### config.mk
export PLATFORM = sky130hd
export DESIGN_NAME = lcd_reply_frame_parser
export DESIGN_NICKNAME = d
export VERILOG_FILES = /design/src/sv/lcdrfp_pkg.sv /design/src/sv/lcdrfp_cfg.sv /design/src/sv/lcdrfp_fsm.sv /design/src/sv/lcdrfp_outbuf.sv /design/src/sv/lcd_reply_frame_parser.sv
export SDC_FILE = /design/constraint.sdc
export NUM_CORES = 1
export LEC_CHECK = 0
export BUFFER_PORTS_ARGS = -buffer_cell sky130_fd_sc_hd__buf_2
export CAP_MARGIN = 20
export CORE_UTILIZATION = 59
export DETAILED_ROUTE_END_ITERATION = 12
export HOLD_SLACK_MARGIN = 0.1
export PLACE_DENSITY = 0.87
export SETUP_SLACK_MARGIN = 0.3
export SYNTH_ARGS = -nofsm -noshare
export SYNTH_HDL_FRONTEND = slang
export SYNTH_HIERARCHICAL = 1
export SYNTH_SLANG_ARGS = --single-unit
### constraint.sdc
create_clock -name clk -period 4 [get_ports clk]
set_input_delay 0.4 -clock clk [delete_from_list [all_inputs] [get_ports clk]]
set_output_delay 0.4 -clock clk [all_outputs]
set_load 0.005 [all_outputs]
### src/sv/lcdrfp_pkg.sv
`timescale 1ns / 1ps
// Shared types and constants for the LCD reply frame parser.
// Depends on nothing; used by every module of the block.
package lcdrfp_pkg;

  localparam int MAX_PAYLOAD = 128;
  localparam int POS_W = $clog2(MAX_PAYLOAD);
  localparam int REM_W = $clog2(MAX_PAYLOAD + 1);
  localparam int LEN_W = 9;
  localparam int IDX_W = 7;

  typedef enum logic [2:0] {
    REG_HEADER_FIRST      = 3'd0,
    REG_HEADER_SECOND     = 3'd1,
    REG_READ_REGISTER     = 3'd2,
    REG_READ_VARIABLE     = 3'd3,
    REG_SINGLE_HEADER     = 3'd4,
    REG_UNKNOWN_CMD_WAITS = 3'd5
  } cfg_idx_t;

  localparam logic [7:0] RST_HEADER_FIRST  = 8'h5A;
  localparam logic [7:0] RST_HEADER_SECOND = 8'hA5;
  localparam logic [7:0] RST_READ_REGISTER = 8'h81;
  localparam logic [7:0] RST_READ_VARIABLE = 8'h83;

  typedef struct packed {
    logic [7:0] header_first;
    logic [7:0] header_second;
    logic [7:0] read_register_code;
    logic [7:0] read_variable_code;
    logic       single_header_mode;
    logic       unknown_command_waits;
    logic       mode_write;
  } cfg_t;

  typedef struct packed {
    logic [15:0]      item_address;
    logic             is_register;
    logic [IDX_W-1:0] byte_index;
    logic [7:0]       payload_byte;
    logic             last_byte;
  } result_t;

endpackage

### src/sv/lcdrfp_cfg.sv
`timescale 1ns / 1ps
// Configuration register bank of the LCD reply frame parser.
// Depends on lcdrfp_pkg.
module lcdrfp_cfg (
  input  logic                clk,
  input  logic                rst,
  input  logic                cfg_valid,
  output logic                cfg_ready,
  input  logic [2:0]          cfg_index,
  input  logic [7:0]          cfg_data,
  output lcdrfp_pkg::cfg_t    cfg
);

  logic [7:0] header_first;
  logic [7:0] header_second;
  logic [7:0] read_register_code;
  logic [7:0] read_variable_code;
  logic       single_header_mode;
  logic       unknown_command_waits;
  logic       wr;

  assign cfg_ready = 1'b1;
  assign wr = cfg_valid && cfg_ready;

  always_ff @(posedge clk) begin
    if (rst) begin
      header_first          <= lcdrfp_pkg::RST_HEADER_FIRST;
      header_second         <= lcdrfp_pkg::RST_HEADER_SECOND;
      read_register_code    <= lcdrfp_pkg::RST_READ_REGISTER;
      read_variable_code    <= lcdrfp_pkg::RST_READ_VARIABLE;
      single_header_mode    <= 1'b0;
      unknown_command_waits <= 1'b0;
    end else if (wr) begin
      case (lcdrfp_pkg::cfg_idx_t'(cfg_index))
        lcdrfp_pkg::REG_HEADER_FIRST:      header_first <= cfg_data;
        lcdrfp_pkg::REG_HEADER_SECOND:     header_second <= cfg_data;
        lcdrfp_pkg::REG_READ_REGISTER:     read_register_code <= cfg_data;
        lcdrfp_pkg::REG_READ_VARIABLE:     read_variable_code <= cfg_data;
        lcdrfp_pkg::REG_SINGLE_HEADER:     single_header_mode <= cfg_data[0];
        lcdrfp_pkg::REG_UNKNOWN_CMD_WAITS: unknown_command_waits <= cfg_data[0];
        default: ;
      endcase
    end
  end

  always_comb begin
    cfg.header_first          = header_first;
    cfg.header_second         = header_second;
    cfg.read_register_code    = read_register_code;
    cfg.read_variable_code    = read_variable_code;
    cfg.single_header_mode    = single_header_mode;
    cfg.unknown_command_waits = unknown_command_waits;
    cfg.mode_write = wr && (cfg_index == lcdrfp_pkg::REG_SINGLE_HEADER);
  end

endmodule

### src/sv/lcdrfp_fsm.sv
`timescale 1ns / 1ps
// Input byte register and frame state machine of the LCD reply frame parser.
// Depends on lcdrfp_pkg.
module lcdrfp_fsm (
  input  logic                  clk,
  input  logic                  rst,
  input  logic                  in_valid,
  output logic                  in_stall,
  input  logic [7:0]            rx_byte,
  input  lcdrfp_pkg::cfg_t      cfg,
  input  logic                  room,
  output logic                  push,
  output lcdrfp_pkg::result_t   result
);

  typedef enum logic [6:0] {
    PH_IDLE = 7'b0000001,
    PH_HEAD = 7'b0000010,
    PH_LEN  = 7'b0000100,
    PH_CMD  = 7'b0001000,
    PH_REG  = 7'b0010000,
    PH_VAR  = 7'b0100000,
    PH_DATA = 7'b1000000
  } phase_t;

  logic                          s1_valid;
  logic [7:0]                    s1_byte;
  logic                          take;

  phase_t                        phase, phase_next;
  logic [lcdrfp_pkg::POS_W-1:0]  position, position_next;
  logic [lcdrfp_pkg::REM_W-1:0]  remaining, remaining_next;
  logic [15:0]                   address_reg, address_reg_next;
  logic                          register_flag, register_flag_next;

  logic [lcdrfp_pkg::LEN_W-1:0]  len;
  logic                          len_bad;
  logic                          last;
  logic [lcdrfp_pkg::POS_W+lcdrfp_pkg::IDX_W-1:0] pos_wide;

  assign take     = s1_valid && room;
  assign in_stall = s1_valid && !room;

  always_ff @(posedge clk) begin
    if (rst) begin
      s1_valid <= 1'b0;
    end else begin
      s1_valid <= (in_valid && !in_stall) || (s1_valid && !take);
    end
  end

  always_ff @(posedge clk) begin
    if (in_valid && !in_stall) begin
      s1_byte <= rx_byte;
    end
  end

  always_comb begin
    if (phase == PH_REG) begin
      len = {1'b0, s1_byte};
    end else begin
      len = {s1_byte, 1'b0};
    end
    len_bad  = (len == '0) ||
               (len > lcdrfp_pkg::LEN_W'(lcdrfp_pkg::MAX_PAYLOAD));
    last     = (remaining <= lcdrfp_pkg::REM_W'(1));
    pos_wide = {{lcdrfp_pkg::IDX_W{1'b0}}, position};
  end

  always_comb begin
    phase_next         = phase;
    position_next      = position;
    remaining_next     = remaining;
    address_reg_next   = address_reg;
    register_flag_next = register_flag;
    push               = 1'b0;

    result.item_address = address_reg;
    result.is_register  = register_flag;
    result.byte_index   = pos_wide[lcdrfp_pkg::IDX_W-1:0];
    result.payload_byte = s1_byte;
    result.last_byte    = last;

    if (cfg.mode_write) begin
      phase_next     = PH_IDLE;
      position_next  = '0;
      remaining_next = '0;
    end else if (take) begin
      case (phase)
        PH_IDLE: begin
          if (s1_byte == cfg.header_first) begin
            phase_next = PH_HEAD;
          end
        end
        PH_HEAD: begin
          if (cfg.single_header_mode) begin
            if (s1_byte == cfg.read_variable_code) begin
              register_flag_next = 1'b0;
              position_next      = '0;
              phase_next         = PH_VAR;
            end else begin
              phase_next     = PH_IDLE;
              position_next  = '0;
              remaining_next = '0;
            end
          end else if (s1_byte == cfg.header_second) begin
            phase_next = PH_LEN;
          end else begin
            phase_next     = PH_IDLE;
            position_next  = '0;
            remaining_next = '0;
          end
        end
        PH_LEN: begin
          phase_next = PH_CMD;
        end
        PH_CMD: begin
          position_next = '0;
          if (s1_byte == cfg.read_register_code) begin
            register_flag_next = 1'b1;
            phase_next         = PH_REG;
          end else if (s1_byte == cfg.read_variable_code) begin
            register_flag_next = 1'b0;
            phase_next         = PH_VAR;
          end else if (!cfg.unknown_command_waits) begin
            phase_next     = PH_IDLE;
            remaining_next = '0;
          end
        end
        PH_REG, PH_VAR: begin
          if (position == '0) begin
            address_reg_next = {8'h00, s1_byte};
            position_next    = lcdrfp_pkg::POS_W'(1);
          end else if (phase == PH_VAR && position == lcdrfp_pkg::POS_W'(1)) begin
            address_reg_next = {address_reg[7:0], s1_byte};
            position_next    = lcdrfp_pkg::POS_W'(2);
          end else if (len_bad) begin
            phase_next     = PH_IDLE;
            position_next  = '0;
            remaining_next = '0;
          end else begin
            remaining_next = len[lcdrfp_pkg::REM_W-1:0];
            position_next  = '0;
            phase_next     = PH_DATA;
          end
        end
        PH_DATA: begin
          push = 1'b1;
          if (last) begin
            phase_next     = PH_IDLE;
            position_next  = '0;
            remaining_next = '0;
          end else begin
            remaining_next = remaining - lcdrfp_pkg::REM_W'(1);
            position_next  = position + lcdrfp_pkg::POS_W'(1);
          end
        end
        default: begin
          phase_next     = PH_IDLE;
          position_next  = '0;
          remaining_next = '0;
        end
      endcase
    end
  end

  always_ff @(posedge clk) begin
    if (rst) begin
      phase         <= PH_IDLE;
      position      <= '0;
      remaining     <= '0;
      address_reg   <= '0;
      register_flag <= 1'b0;
    end else begin
      phase         <= phase_next;
      position      <= position_next;
      remaining     <= remaining_next;
      address_reg   <= address_reg_next;
      register_flag <= register_flag_next;
    end
  end

endmodule

### src/sv/lcdrfp_outbuf.sv
`timescale 1ns / 1ps
// Two-entry result register with skid slot for the LCD reply frame parser.
// Depends on lcdrfp_pkg.
module lcdrfp_outbuf (
  input  logic                  clk,
  input  logic                  rst,
  input  logic                  push,
  input  lcdrfp_pkg::result_t   push_data,
  output logic                  room,
  output logic                  out_valid,
  input  logic                  out_stall,
  output lcdrfp_pkg::result_t   head
);

  lcdrfp_pkg::result_t entry [2];
  logic [1:0]          cnt, cnt_next;
  logic                wr_ptr;
  logic                rd_ptr;
  logic                pop;

  assign room      = (cnt != 2'd2);
  assign out_valid = (cnt != 2'd0);
  assign pop       = out_valid && !out_stall;
  assign head      = entry[rd_ptr];

  always_comb begin
    cnt_next = cnt;
    if (push && !pop) begin
      cnt_next = cnt + 2'd1;
    end else if (pop && !push) begin
      cnt_next = cnt - 2'd1;
    end
  end

  always_ff @(posedge clk) begin
    if (rst) begin
      cnt    <= 2'd0;
      wr_ptr <= 1'b0;
      rd_ptr <= 1'b0;
    end else begin
      cnt <= cnt_next;
      if (push) begin
        wr_ptr <= !wr_ptr;
      end
      if (pop) begin
        rd_ptr <= !rd_ptr;
      end
    end
  end

  always_ff @(posedge clk) begin
    if (push) begin
      entry[wr_ptr] <= push_data;
    end
  end

endmodule

### src/sv/lcd_reply_frame_parser.sv
`timescale 1ns / 1ps
// Top level of the LCD reply frame parser.
// Depends on lcdrfp_pkg, lcdrfp_cfg, lcdrfp_fsm and lcdrfp_outbuf.
//
// Takes one received display byte per request and emits one result per
// payload byte of a register read or variable read reply, with the reply
// address, register/variable flag, byte index and last mark. Bytes are taken
// at one per cycle while the result buffer has room: each byte passes an input
// register, one step of the frame state machine, and a two-entry result buffer;
// a payload byte is held in the input register and then in a result entry,
// from which it is presented at the output. Input stalls only when both result
// entries are waiting. Register writes are taken in any cycle (cfg_ready is
// always high); writing single_header_mode returns the parser to idle.
module lcd_reply_frame_parser (
  input  logic        clk,
  input  logic        rst,
  input  logic        in_valid,
  output logic        in_stall,
  input  logic [7:0]  rx_byte,
  output logic        out_valid,
  input  logic        out_stall,
  output logic [15:0] item_address,
  output logic        is_register,
  output logic [6:0]  byte_index,
  output logic [7:0]  payload_byte,
  output logic        last_byte,
  input  logic        cfg_valid,
  output logic        cfg_ready,
  input  logic [2:0]  cfg_index,
  input  logic [7:0]  cfg_data
);

  lcdrfp_pkg::cfg_t    cfg;
  lcdrfp_pkg::result_t result;
  lcdrfp_pkg::result_t head;
  logic                room;
  logic                push;

  lcdrfp_cfg u_cfg (
    .clk       (clk),
    .rst       (rst),
    .cfg_valid (cfg_valid),
    .cfg_ready (cfg_ready),
    .cfg_index (cfg_index),
    .cfg_data  (cfg_data),
    .cfg       (cfg)
  );

  lcdrfp_fsm u_fsm (
    .clk      (clk),
    .rst      (rst),
    .in_valid (in_valid),
    .in_stall (in_stall),
    .rx_byte  (rx_byte),
    .cfg      (cfg),
    .room     (room),
    .push     (push),
    .result   (result)
  );

  lcdrfp_outbuf u_outbuf (
    .clk       (clk),
    .rst       (rst),
    .push      (push),
    .push_data (result),
    .room      (room),
    .out_valid (out_valid),
    .out_stall (out_stall),
    .head      (head)
  );

  assign item_address = head.item_address;
  assign is_register  = head.is_register;
  assign byte_index   = head.byte_index;
  assign payload_byte = head.payload_byte;
  assign last_byte    = head.last_byte;

endmodule
==> results.md, run 1 <==
- Cells after Synth: 635
- Hold-fix buffers, CTS: 0
- Grt met1 use: 0.324
- GP Congestion: 0.930
- Initial core utilization: 0.615
- Deepest clock path buffer count: 2
- Worst-Margin Slew: 0.860 ns
- Avg Cell Area, Syn: 11.2 µm²
- R2r setup slk: 1.21 ns
- Core box area: 11600 µm²
- Number of flip-flops in the largest register: 66
- Failing checks: design-rule violations
- Worst Reg-to-Reg Cells: 5
- Clock sink total: 153
- Synth warnings: 6
- Residual DRC count: 7
- Pin count of the biggest net entering global routing: 75
- Leak Pwr: 2.92 nW
- CP Max Fanout: 33
- GRT Max-Usage Layer: met2
- Post-layout net count: 709
- Max-cap violations: 0
- Initial antenna violation count: 0
- Global-route wire length before repair: 25400 µm
- Worst VDD drop: 0.233 mV
- CTS H-Tree Depth: 4
- F_max: 359 MHz
- Slew Limit Fails: 0
- Register bit total from synthesis: 153
- Setup violators final: 0
- CTS tree: built
- Share of layout cells above drive strength 1: 0.214
- Average wire per standard cell: 19.1 µm
- Total wire length: 15900 µm
- Hold depth: 1
- First DRT Iteration DRCs: 527
- Post-CTS Setup Repair Bufs: 0
- Syn_nets: 665
- Slew margin rel.: 0.423
- Antenna Nets Post-Route: 0
- Min cycle time layout: 2.79 ns
- Design area: 8040 µm²
- Post-synth EDFFs: 74
- Synth cell types: 70
- Cts bufs inserted: 17
- Power Density: 444 nW/µm²
- Ant. Diodes: 0
- Die width: 112 µm
- Post-Syn Area: 7120 µm²
- Primary FF master, synth: dfxtp_1
- Drt pass-1 iters: 11
- DP Wirelength: 10700 µm
- GRT met2 Usage: 0.458
- Setup TNS: 0 ns
- Dpl cells: 803
- Final core occ: 0.695
- Sequential share of the synthesized area: 0.535
- Dpl cell area: 7420 µm²
- Ports: 60
- Part of the cycle the worst path needs: 0.697
- Most common cell after layout, fill and taps aside: dfxtp_1
- Reg clk slew, reported paths: 0.06 ns
- Vias per cell: 6.09
- I/O Buffers: 58
- Finished Layout Cells: 835
- RSZ-0062 raised after global routing: no
- Row cnt: 39
- Setup crit end kind: flip-flop
- Reg-to-reg endpoint: u_outbuf/entry[0][0]$_DFFE_PP_
- CP Launch Point: u_fsm/phase[5]$_SDFFE_PP0P_
- Setup crit start kind: flip-flop
- Die ar.: 12500 µm²
- Met3 Track Usage GR: 0.0588
- Synth async-reset ratio: 0
- Hold/Removal Path Class: input pin to flip-flop
- Clock latency at the later pin of the worst-skew pair: 0.43 ns
- Root Driver: clkbuf_16
- WHS Endpoint: u_fsm/s1_byte[3]$_DFFE_PP_
- GRT Overall Usage: 0.266
- Hold Vio Cnt, Final: 0
- Number of global-route vias before repair: 4965
- Grt ovf: 0
- Via count of the routed design: 5083
- Most frequent cells in the layout: 79 x dfxtp_1, 74 x edfxtp_1, 58 x buf_2
- Skew final: 0.00814 ns
- Layout area overhead: 13.0%
- Overall Power: 3.57 mW
- Run status: finished with violations
- Hold Startpoint: rx_byte[3]
- Critical Path RT: 4.08 ns
- Die Y-Extent: 112 µm
- Post_cts resized: 0
- Type of the worst setup path: flip-flop to flip-flop
- R2r startpoint: u_fsm/phase[5]$_SDFFE_PP0P_
- Filler cells: 801
- Critical Path AT: 2.86 ns
## through the flow
stage,worst slack [ns],hold slack (ns)
final,1.21,0.143
after global routing,1.15,0.131
after CTS,1.26,0.133
after detailed placement,1.27,0.446
after global placement,1.30,0.435
after floorplan,0.707,0.425
## worst max-delay path, cell delays in order (launching register included)
cell and delay [ns]:
dfxtp_1 0.41, nor4_1 0.39, nand3_1 0.35, nor3_1 0.60, nor2b_2 0.25, buf_4 0.41
## Yosys cell counts (5+ instances only)
cell type	n	area, µm²
nand3_1	21	105
o21ai_0	8	40.0
dfxtp_1	79	1580
a21oi_1	24	120
nand2_1	50	188
o211ai_1	12	90.1
buf_4	5	37.5
nand2b_1	31	194
nor4_1	8	50.1
xnor2_1	9	78.8
mux2_2	34	383
o21ai_1	6	30.0
xor2_1	27	236
nor3_1	11	55.1
buf_2	16	80.1
and2_1	5	31.3
clkbuf_1	15	56.3
a211oi_1	6	45.0
mux2i_1	42	420
nand4_1	5	31.3
inv_1	9	33.8
ha_1	6	75.1
nor2_1	51	191
edfxtp_1	74	2220
nor2b_1	7	43.8
## cell type report
type,instances,area (µm²),area share
flip-flops and latches,153,3800,0.473
multi-input cells,434,3070,0.382
clock buffers,17,425,0.0529
repair buffers,64,335,0.0417
clock inverters,15,188,0.0233
well taps,143,179,0.0223
inverters,9,33.8,0.00420
## how the worst max path moves through the flow
stage | to | slack, ns
floorplan | u_outbuf/entry[0][0]$_DFFE_PP_ | 0.71
global placement | u_outbuf/entry[0][13]$_DFFE_PP_ | 1.30
detailed placement | u_outbuf/entry[0][20]$_DFFE_PP_ | 1.27
CTS | u_outbuf/entry[0][13]$_DFFE_PP_ | 1.26
global route | u_outbuf/entry[0][0]$_DFFE_PP_ | 1.15
finish | u_outbuf/entry[0][0]$_DFFE_PP_ | 1.21
## cell families (layout without fill, tap and decap cells)
logic type / Yosys count / in the layout / share of synthesized area
xor+xnor: 37 / 37 / 0.0466
mux: 76 / 76 / 0.113
compound gates: 84 / 84 / 0.0832
buf+inv: 48 / 105 / 0.0339
fa+ha+maj: 6 / 6 / 0.0106
flops: 153 / 153 / 0.535
other cells: 1 / 1 / 0.000527
simple gates: 230 / 230 / 0.178
## layer usage
layer,vias up,part of all wire
met2,205,0.50
li1,2386,-
met1,2452,0.41
met3,40,0.063
met5,-,0
met4,0,0.024
## power by group
group / switching [mW] / internal [mW] / leakage (nW)
combinational: 0.115 / 0.110 / 1.31
sequential: 0.0331 / 1.65 / 1.32
clock: 0.667 / 0.993 / 0.297
(Power assumes the default switching activity.)
==> run 2, diff against run 1 <==
==> constraint.sdc (replaced) <==
create_clock -name clk -period 2.85 [get_ports clk]
set_input_delay 0.285 -clock clk [delete_from_list [all_inputs] [get_ports clk]]
set_output_delay 0.285 -clock clk [all_outputs]
set_load 0.005 [all_outputs]
==> run 2 against run 1 <==
Effect of this change: die area stayed put; the run still ends with design-rule violations left; via count up 2.6%; critical path type unchanged; clock-buffer cell count is the same; highest routed layer unchanged; largest cell class unchanged.
==> results.md, run 2 (synthesized netlist as in run 1, its figures left out) <==
- Average wire per standard cell: 19.6 µm (+2.8%)
- Worst-Margin Slew: 0.853 ns (-0.00640 ns)
- Cts bufs inserted: 17 (unchanged)
- Part of the cycle the worst path needs: 0.841 (+0.144)
- Crit path buffers/inverters: 0 (-1)
- Min cycle time layout: 2.40 ns (-0.392 ns)
- Number of flip-flops in the largest register: 66 (unchanged)
- F_max: 417 MHz (+16%)
- Core box area: 11600 µm² (unchanged)
- Dpl cell area: 7520 µm² (+1.3%)
- Setup TNS: 0 ns (unchanged)
- Root Driver: clkbuf_16
- Initial antenna violation count: 0 (unchanged)
- PnR worst setup slack: 0.453 ns (-0.758 ns)
- Most common cell after layout, fill and taps aside: dfxtp_1
- Design area: 8280 µm² (+3.1%)
- RSZ-0062 raised after global routing: no
- Cell family with most CP delay: compound AO/OA/AOI/OAI gates
- I/O Buffers: 58 (unchanged)
- Most frequent cells in the layout: 78 x dfxtp_1, 74 x edfxtp_1, 58 x buf_2
- Clock latency at the later pin of the worst-skew pair: 0.41 ns (-0.02 ns)
- Die width: 112 µm (unchanged)
- GRT Overall Usage: 0.282 (+0.0152)
- Ant. Diodes: 0 (unchanged)
- Post-layout net count: 737 (+3.9%)
- Layout area overhead: 16.4%
- CTS H-Tree Depth: 4 (unchanged)
- Hold/Removal Path Class: input pin to flip-flop
- CP Max Fanout: 10 (-70%)
- Setup crit start kind: flip-flop
- Via count of the routed design: 5217 (+2.6%)
- Setup violators final: 0 (unchanged)
- Critical Path End: u_fsm/phase[3]$_SDFFE_PP0P_
- Reg-to-reg endpoint: u_fsm/phase[3]$_SDFFE_PP0P_
- Failing checks: design-rule violations
- Row cnt: 39 (unchanged)
- Type of the worst setup path: flip-flop to flip-flop
- CP max stage cell: edfxtp_1
- Setup crit end kind: flip-flop
- Ports: 60 (unchanged)
- Total wire length: 16900 µm (+6.2%)
- Grt ovf: 0 (unchanged)
- Vias per cell: 6.05 (-0.69%)
- GP Congestion: 0.940 (+1.1%)
- Power Density: 598 nW/µm² (+35%)
- Placement Setup Slack: 0.281 ns (-0.992 ns)
- Die Y-Extent: 112 µm (unchanged)
- Hold Vio Cnt, Final: 0 (unchanged)
- Max-cap violations: 0 (unchanged)
- Worst VDD drop: 0.360 mV (+54%)
- Worst Reg-to-Reg Cells: 6 (+1)
- Deepest clock path buffer count: 2 (unchanged)
- Global-route wire length before repair: 27000 µm (+6.0%)
- Die ar.: 12500 µm² (unchanged)
- Critical Path AT: 2.74 ns (-0.12 ns)
- Slew Limit Fails: 0 (unchanged)
- Pin count of the biggest net entering global routing: 74 (-1.3%)
- Number of global-route vias before repair: 5203 (+4.8%)
- Critical Path RT: 3.19 ns (-0.89 ns)
- DP Wirelength: 11500 µm (+7.6%)
- CTS tree: built
- Share of layout cells above drive strength 1: 0.238 (+0.0236)
- Initial core utilization: 0.615 (unchanged)
- R2r startpoint: u_fsm/s1_byte[1]$_DFFE_PP_
- Leak Pwr: 3.11 nW (+6.2%)
- First DRT Iteration DRCs: 530 (+0.57%)
- Reg clk slew, reported paths: 0.07 ns (about the same)
- Slew margin rel.: 0.430 (+0.00751)
- Drt pass-1 iters: 11 (unchanged)
- Filler cells: 752 (-6.1%)
- Antenna Nets Post-Route: 0 (unchanged)
- CP Launch Point: u_fsm/s1_byte[1]$_DFFE_PP_
- Clock sink total: 153 (unchanged)
- Run status: finished with violations
- Crit-path cells: xor2_1 > nor4_4 > a21boi_1 > a2111o_1 > or4_1 > a21oi_1
- CP Depth: 6 (+1)
- Residual DRC count: 7 (unchanged)
- Hold slack final: 0.148 ns (+0.00413 ns)
- R2r setup slk: 0.45 ns (-0.76 ns)
- Skew final: 0.00644 ns (-0.00170 ns)
- CP max stage delay: 0.58 ns (-0.02 ns)
run 2: repair_timing:
item	CTS	global route
gates resized for setup	0	4
hold buffers	8	0
pin swaps	1	1
cloned	0	0
buffers inserted	3	7
setup endpoints to repair	1	13
hold endpoints to repair	8	0
run 2: how the worst min path moves through the flow:
stage	startpoint	endpoint	slack (ns)	cells past startpoint
2_1_floorplan	rst	u_outbuf/cnt[1]$_SDFFE_PP0P_	0.35	1
3_3_place_gp	u_fsm/address_reg[8]$_SDFFE_PP0P_	u_outbuf/entry[0][25]$_DFFE_PP_	0.44	0
5_1_grt	cfg_data[5]	u_cfg/header_second[5]$_SDFFE_PP1P_	0.16	3
6_report	in_valid	u_fsm/s1_valid$_SDFF_PP0_	0.15	3
4_1_cts	in_valid	u_fsm/s1_valid$_SDFF_PP0_	0.13	3
3_5_place_dp	u_fsm/address_reg[8]$_SDFFE_PP0P_	u_outbuf/entry[0][25]$_DFFE_PP_	0.44	0
run 2: power breakdown:
part	switching, mW	internal, mW
logic	0.181	0.169
registers	0.0327	2.32
clock network	0.940	1.31
run 2: cell type report:
cell class | count | area [µm²] | area share
sequential | 153 | 3800 | 0.459
multi-input combinational | 434 | 3100 | 0.374
timing repair buffer | 92 | 578 | 0.0698
clock buffer | 17 | 425 | 0.0514
tap | 143 | 179 | 0.0216
clock inverter | 15 | 165 | 0.0199
inverter | 9 | 33.8 | 0.00408
run 2: worst reg2reg max path, stage by stage (launching register included):
cell and delay [ns]:
edfxtp_1 0.58, xor2_1 0.26, nor4_4 0.29, a21boi_1 0.12, a2111o_1 0.49, or4_1 0.44
a21oi_1 0.15
run 2: per-layer routing:
layer  up-vias  share of wire  track usage
met5         -              0            0
met4         0          0.031        0.128
li1       2440              -            -
met1      2550           0.41        0.342
met2       189           0.50        0.484
met3        38          0.055       0.0566
run 2: metrics by stage:
step | total power, mW | util | std cells
3_3_place_gp | 2.71 | 0.650 | 813
4_1_cts | 4.96 | 0.710 | 856
5_1_grt | 5.10 | 0.716 | 863
3_5_place_dp | 2.73 | 0.650 | 813
6_report | 4.95 | 0.716 | 863
2_1_floorplan | 2.61 | - | 635
==> run 3, diff against run 2 <==
==> constraint.sdc (replaced) <==
create_clock -name clk -period 2.25 [get_ports clk]
set_input_delay 0.225 -clock clk [delete_from_list [all_inputs] [get_ports clk]]
set_output_delay 0.225 -clock clk [all_outputs]
set_load 0.005 [all_outputs]
==> run 3 against run 2 <==
Effect of this change: the flow finishes with violations (design-rule violations, negative setup slack); sequential power increased by 26%; sequential cell count is the same; design area rose by 16%; clock-buffer cell count increased by 1; sequential share of layout area fell by 6.1 points; highest routed layer unchanged; fmax shrank 3.7%; critical path type unchanged; via count is 22% higher; combinational power increased by 72%; non-clock buffer count grew 84; clock power rose by 26%; clock skew up 0.0076 ns.
==> results.md, run 3 (synthesized netlist as in run 1, its figures left out) <==
- Run status: finished with violations
- CP max stage cell: edfxtp_1
- Number of global-route vias before repair: 5949 (+14%)
- Power Density: 667 nW/µm² (+12%)
- Met3 Track Usage GR: 0.0784 (+0.0218)
- GP Congestion: 0.900 (-4.2%)
- Die width: 112 µm (unchanged)
- Setup crit end kind: flip-flop
- Core box area: 11600 µm² (unchanged)
- Share of layout cells above drive strength 1: 0.418 (+0.180)
- GRT Overall Usage: 0.326 (+0.0443)
- Part of the cycle the worst path needs: 1.11 (+0.265)
- Max-cap violations: 0 (unchanged)
- GRT met2 Usage: 0.566 (+0.0820)
- DP Wirelength: 11900 µm (+3.2%)
- Cts bufs inserted: 17 (unchanged)
- Residual DRC count: 6 (-1)
- Deepest clock path buffer count: 2 (unchanged)
- Row cnt: 39 (unchanged)
- Reg clk slew, reported paths: 0.07 ns (about the same)
- Number of flip-flops in the largest register: 66 (unchanged)
- CP max stage delay: 0.54 ns (-0.04 ns)
- CTS H-Tree Depth: 4 (unchanged)
- Die ar.: 12500 µm² (unchanged)
- GRT Max-Usage Layer: met2
- Skew final: 0.0140 ns (+0.00755 ns)
- Ant. Diodes: 0 (unchanged)
- Leak Pwr: 3.65 nW (+17%)
- I/O Buffers: 58 (unchanged)
- CP Max Fanout: 5 (-5)
- Global-route wire length before repair: 30900 µm (+15%)
- F_max: 402 MHz (-3.7%)
- Clock latency at the later pin of the worst-skew pair: 0.44 ns (+0.03 ns)
- Average wire per standard cell: 26.5 µm (+36%)
- PnR worst setup slack: -0.239 ns (-0.692 ns)
- Critical Path RT: 2.60 ns (-0.59 ns)
- Crit-path cells: buf_6 > xor2_2 > nor4_4 > a21boi_1 > a2111o_1 > or4_1 > a21oi_1
- First DRT Iteration DRCs: 1053 (+99%)
- CTS tree: built
- Antenna Nets Post-Route: 0 (unchanged)
- Worst-Margin Slew: 0.769 ns (-0.0842 ns)
- Overall Power: 6.41 mW (+29%)
- Layout area overhead: 35.0%
- CP Depth: 7 (+1)
- Dpl cells: 844 (+3.8%)
- Root Driver: clkbuf_16
- Failing checks: design-rule violations, negative setup slack
- Most frequent cells in the layout: 74 x edfxtp_1, 71 x buf_4, 70 x dfxtp_1
- Crit path buffers/inverters: 1 (+1)
- Dpl cell area: 7830 µm² (+4.1%)
- Worst Reg-to-Reg Cells: 7 (+1)
- Setup violators final: 45 (+45)
- Design area: 9610 µm² (+16%)
- Min cycle time layout: 2.49 ns (+0.0921 ns)
- Grt ovf: 0 (unchanged)
- Setup TNS: -2.43 ns (-2.43 ns)
- Drt pass-1 iters: 13 (+2)
- Type of the worst setup path: flip-flop to flip-flop
- Total wire length: 25100 µm (+49%)
- Vias per cell: 6.74 (+11%)
- Post-layout net count: 821 (+11%)
- Finished Layout Cells: 947 (+9.7%)
- Worst VDD drop: 0.514 mV (+43%)
- Slew margin rel.: 0.486 (+0.0559)
- Setup crit start kind: flip-flop
- Grt met1 use: 0.366 (+0.0236)
- Hold Vio Cnt, Final: 0 (unchanged)
- Cell family with most CP delay: compound AO/OA/AOI/OAI gates
- Via count of the routed design: 6379 (+22%)
- Final core occ: 0.831 (+0.114)
- Hold depth: 3 (unchanged)
- Critical Path AT: 2.84 ns (+0.10 ns)
- Initial core utilization: 0.615 (unchanged)
- Initial antenna violation count: 0 (unchanged)
- Clock sink total: 153 (unchanged)
- RSZ-0062 raised after global routing: yes
- Die Y-Extent: 112 µm (unchanged)
- Slew Limit Fails: 0 (unchanged)
- Hold/Removal Path Class: input pin to flip-flop
- Ports: 60 (unchanged)
- Pin count of the biggest net entering global routing: 39 (-47%)
- Most common cell after layout, fill and taps aside: edfxtp_1
==> run 3: worst reg2reg max path: cells and delay by family (launching register included) <==
family                 cells  cell delay [ns]
XOR/XNOR                   1             0.15
buffers and inverters      1             0.19
AND/OR/NAND/NOR            2             0.74
AO/OA/AOI/OAI              3             0.78
flip-flops                 1             0.54
==> run 3: path summary, 6_finish.rpt <==
| kind | start | endpoint | slack, ns |
|---|---|---|---|
| worst max-delay path | u_fsm/s1_byte[4]$_DFFE_PP_ | u_fsm/phase[3]$_SDFFE_PP0P_ | -0.24 |
| worst min-delay path | cfg_data[6] | u_cfg/header_first[6]$_SDFFE_PP1P_ | 0.08 |
| worst max register to register | u_fsm/s1_byte[4]$_DFFE_PP_ | u_fsm/phase[3]$_SDFFE_PP0P_ | -0.24 |
| worst min register to register | u_fsm/position[4]$_SDFFE_PP0P_ | u_fsm/position[4]$_SDFFE_PP0P_ | 0.49 |
==> run 3: power breakdown <==
| group | total, mW | internal, mW | switching [mW] |
|---|---|---|---|
| Sequential | 2.97 | 2.93 | 0.0408 |
| Combinational | 0.602 | 0.291 | 0.311 |
| Clock | 2.84 | 1.57 | 1.26 |
| Total | 6.41 | 4.80 | 1.61 |
==> run 3: metrics by stage <==
step	hold WS, ns	setup WS (ns)
floorplan	0.294	0.161
global placement	0.414	-0.0488
detailed placement	0.412	-0.0859
CTS	0.117	0.0150
global route	0.0895	-0.271
finish	0.0842	-0.239
==> run 3: timing repair <==
action	4_1_cts	5_1_grt
cloned	0	6
gates resized for setup	54	91
buffers inserted	31	19
pin swaps	27	50
hold buffers	15	0
hold endpoints to repair	16	0
endpoints found under the setup margin	57	77
==> run 3: routing by layer <==
layer / vias to the layer above / part of all wire / wire [µm]
met5: - / 0 / 0
met4: 0 / 0.084 / 2100
met3: 225 / 0.12 / 2980
met2: 585 / 0.47 / 11800
met1: 2949 / 0.33 / 8250
li1: 2620 / - / -
==> run 3: final cells by class <==
class	instances	area (µm²)
clock buffers	18	439
clock inverters	14	138
fillers	490	1960
inverters	9	33.8
multi-input cells	434	3600
flip-flops and latches	153	3820
well taps	143	179
repair buffers	176	1390
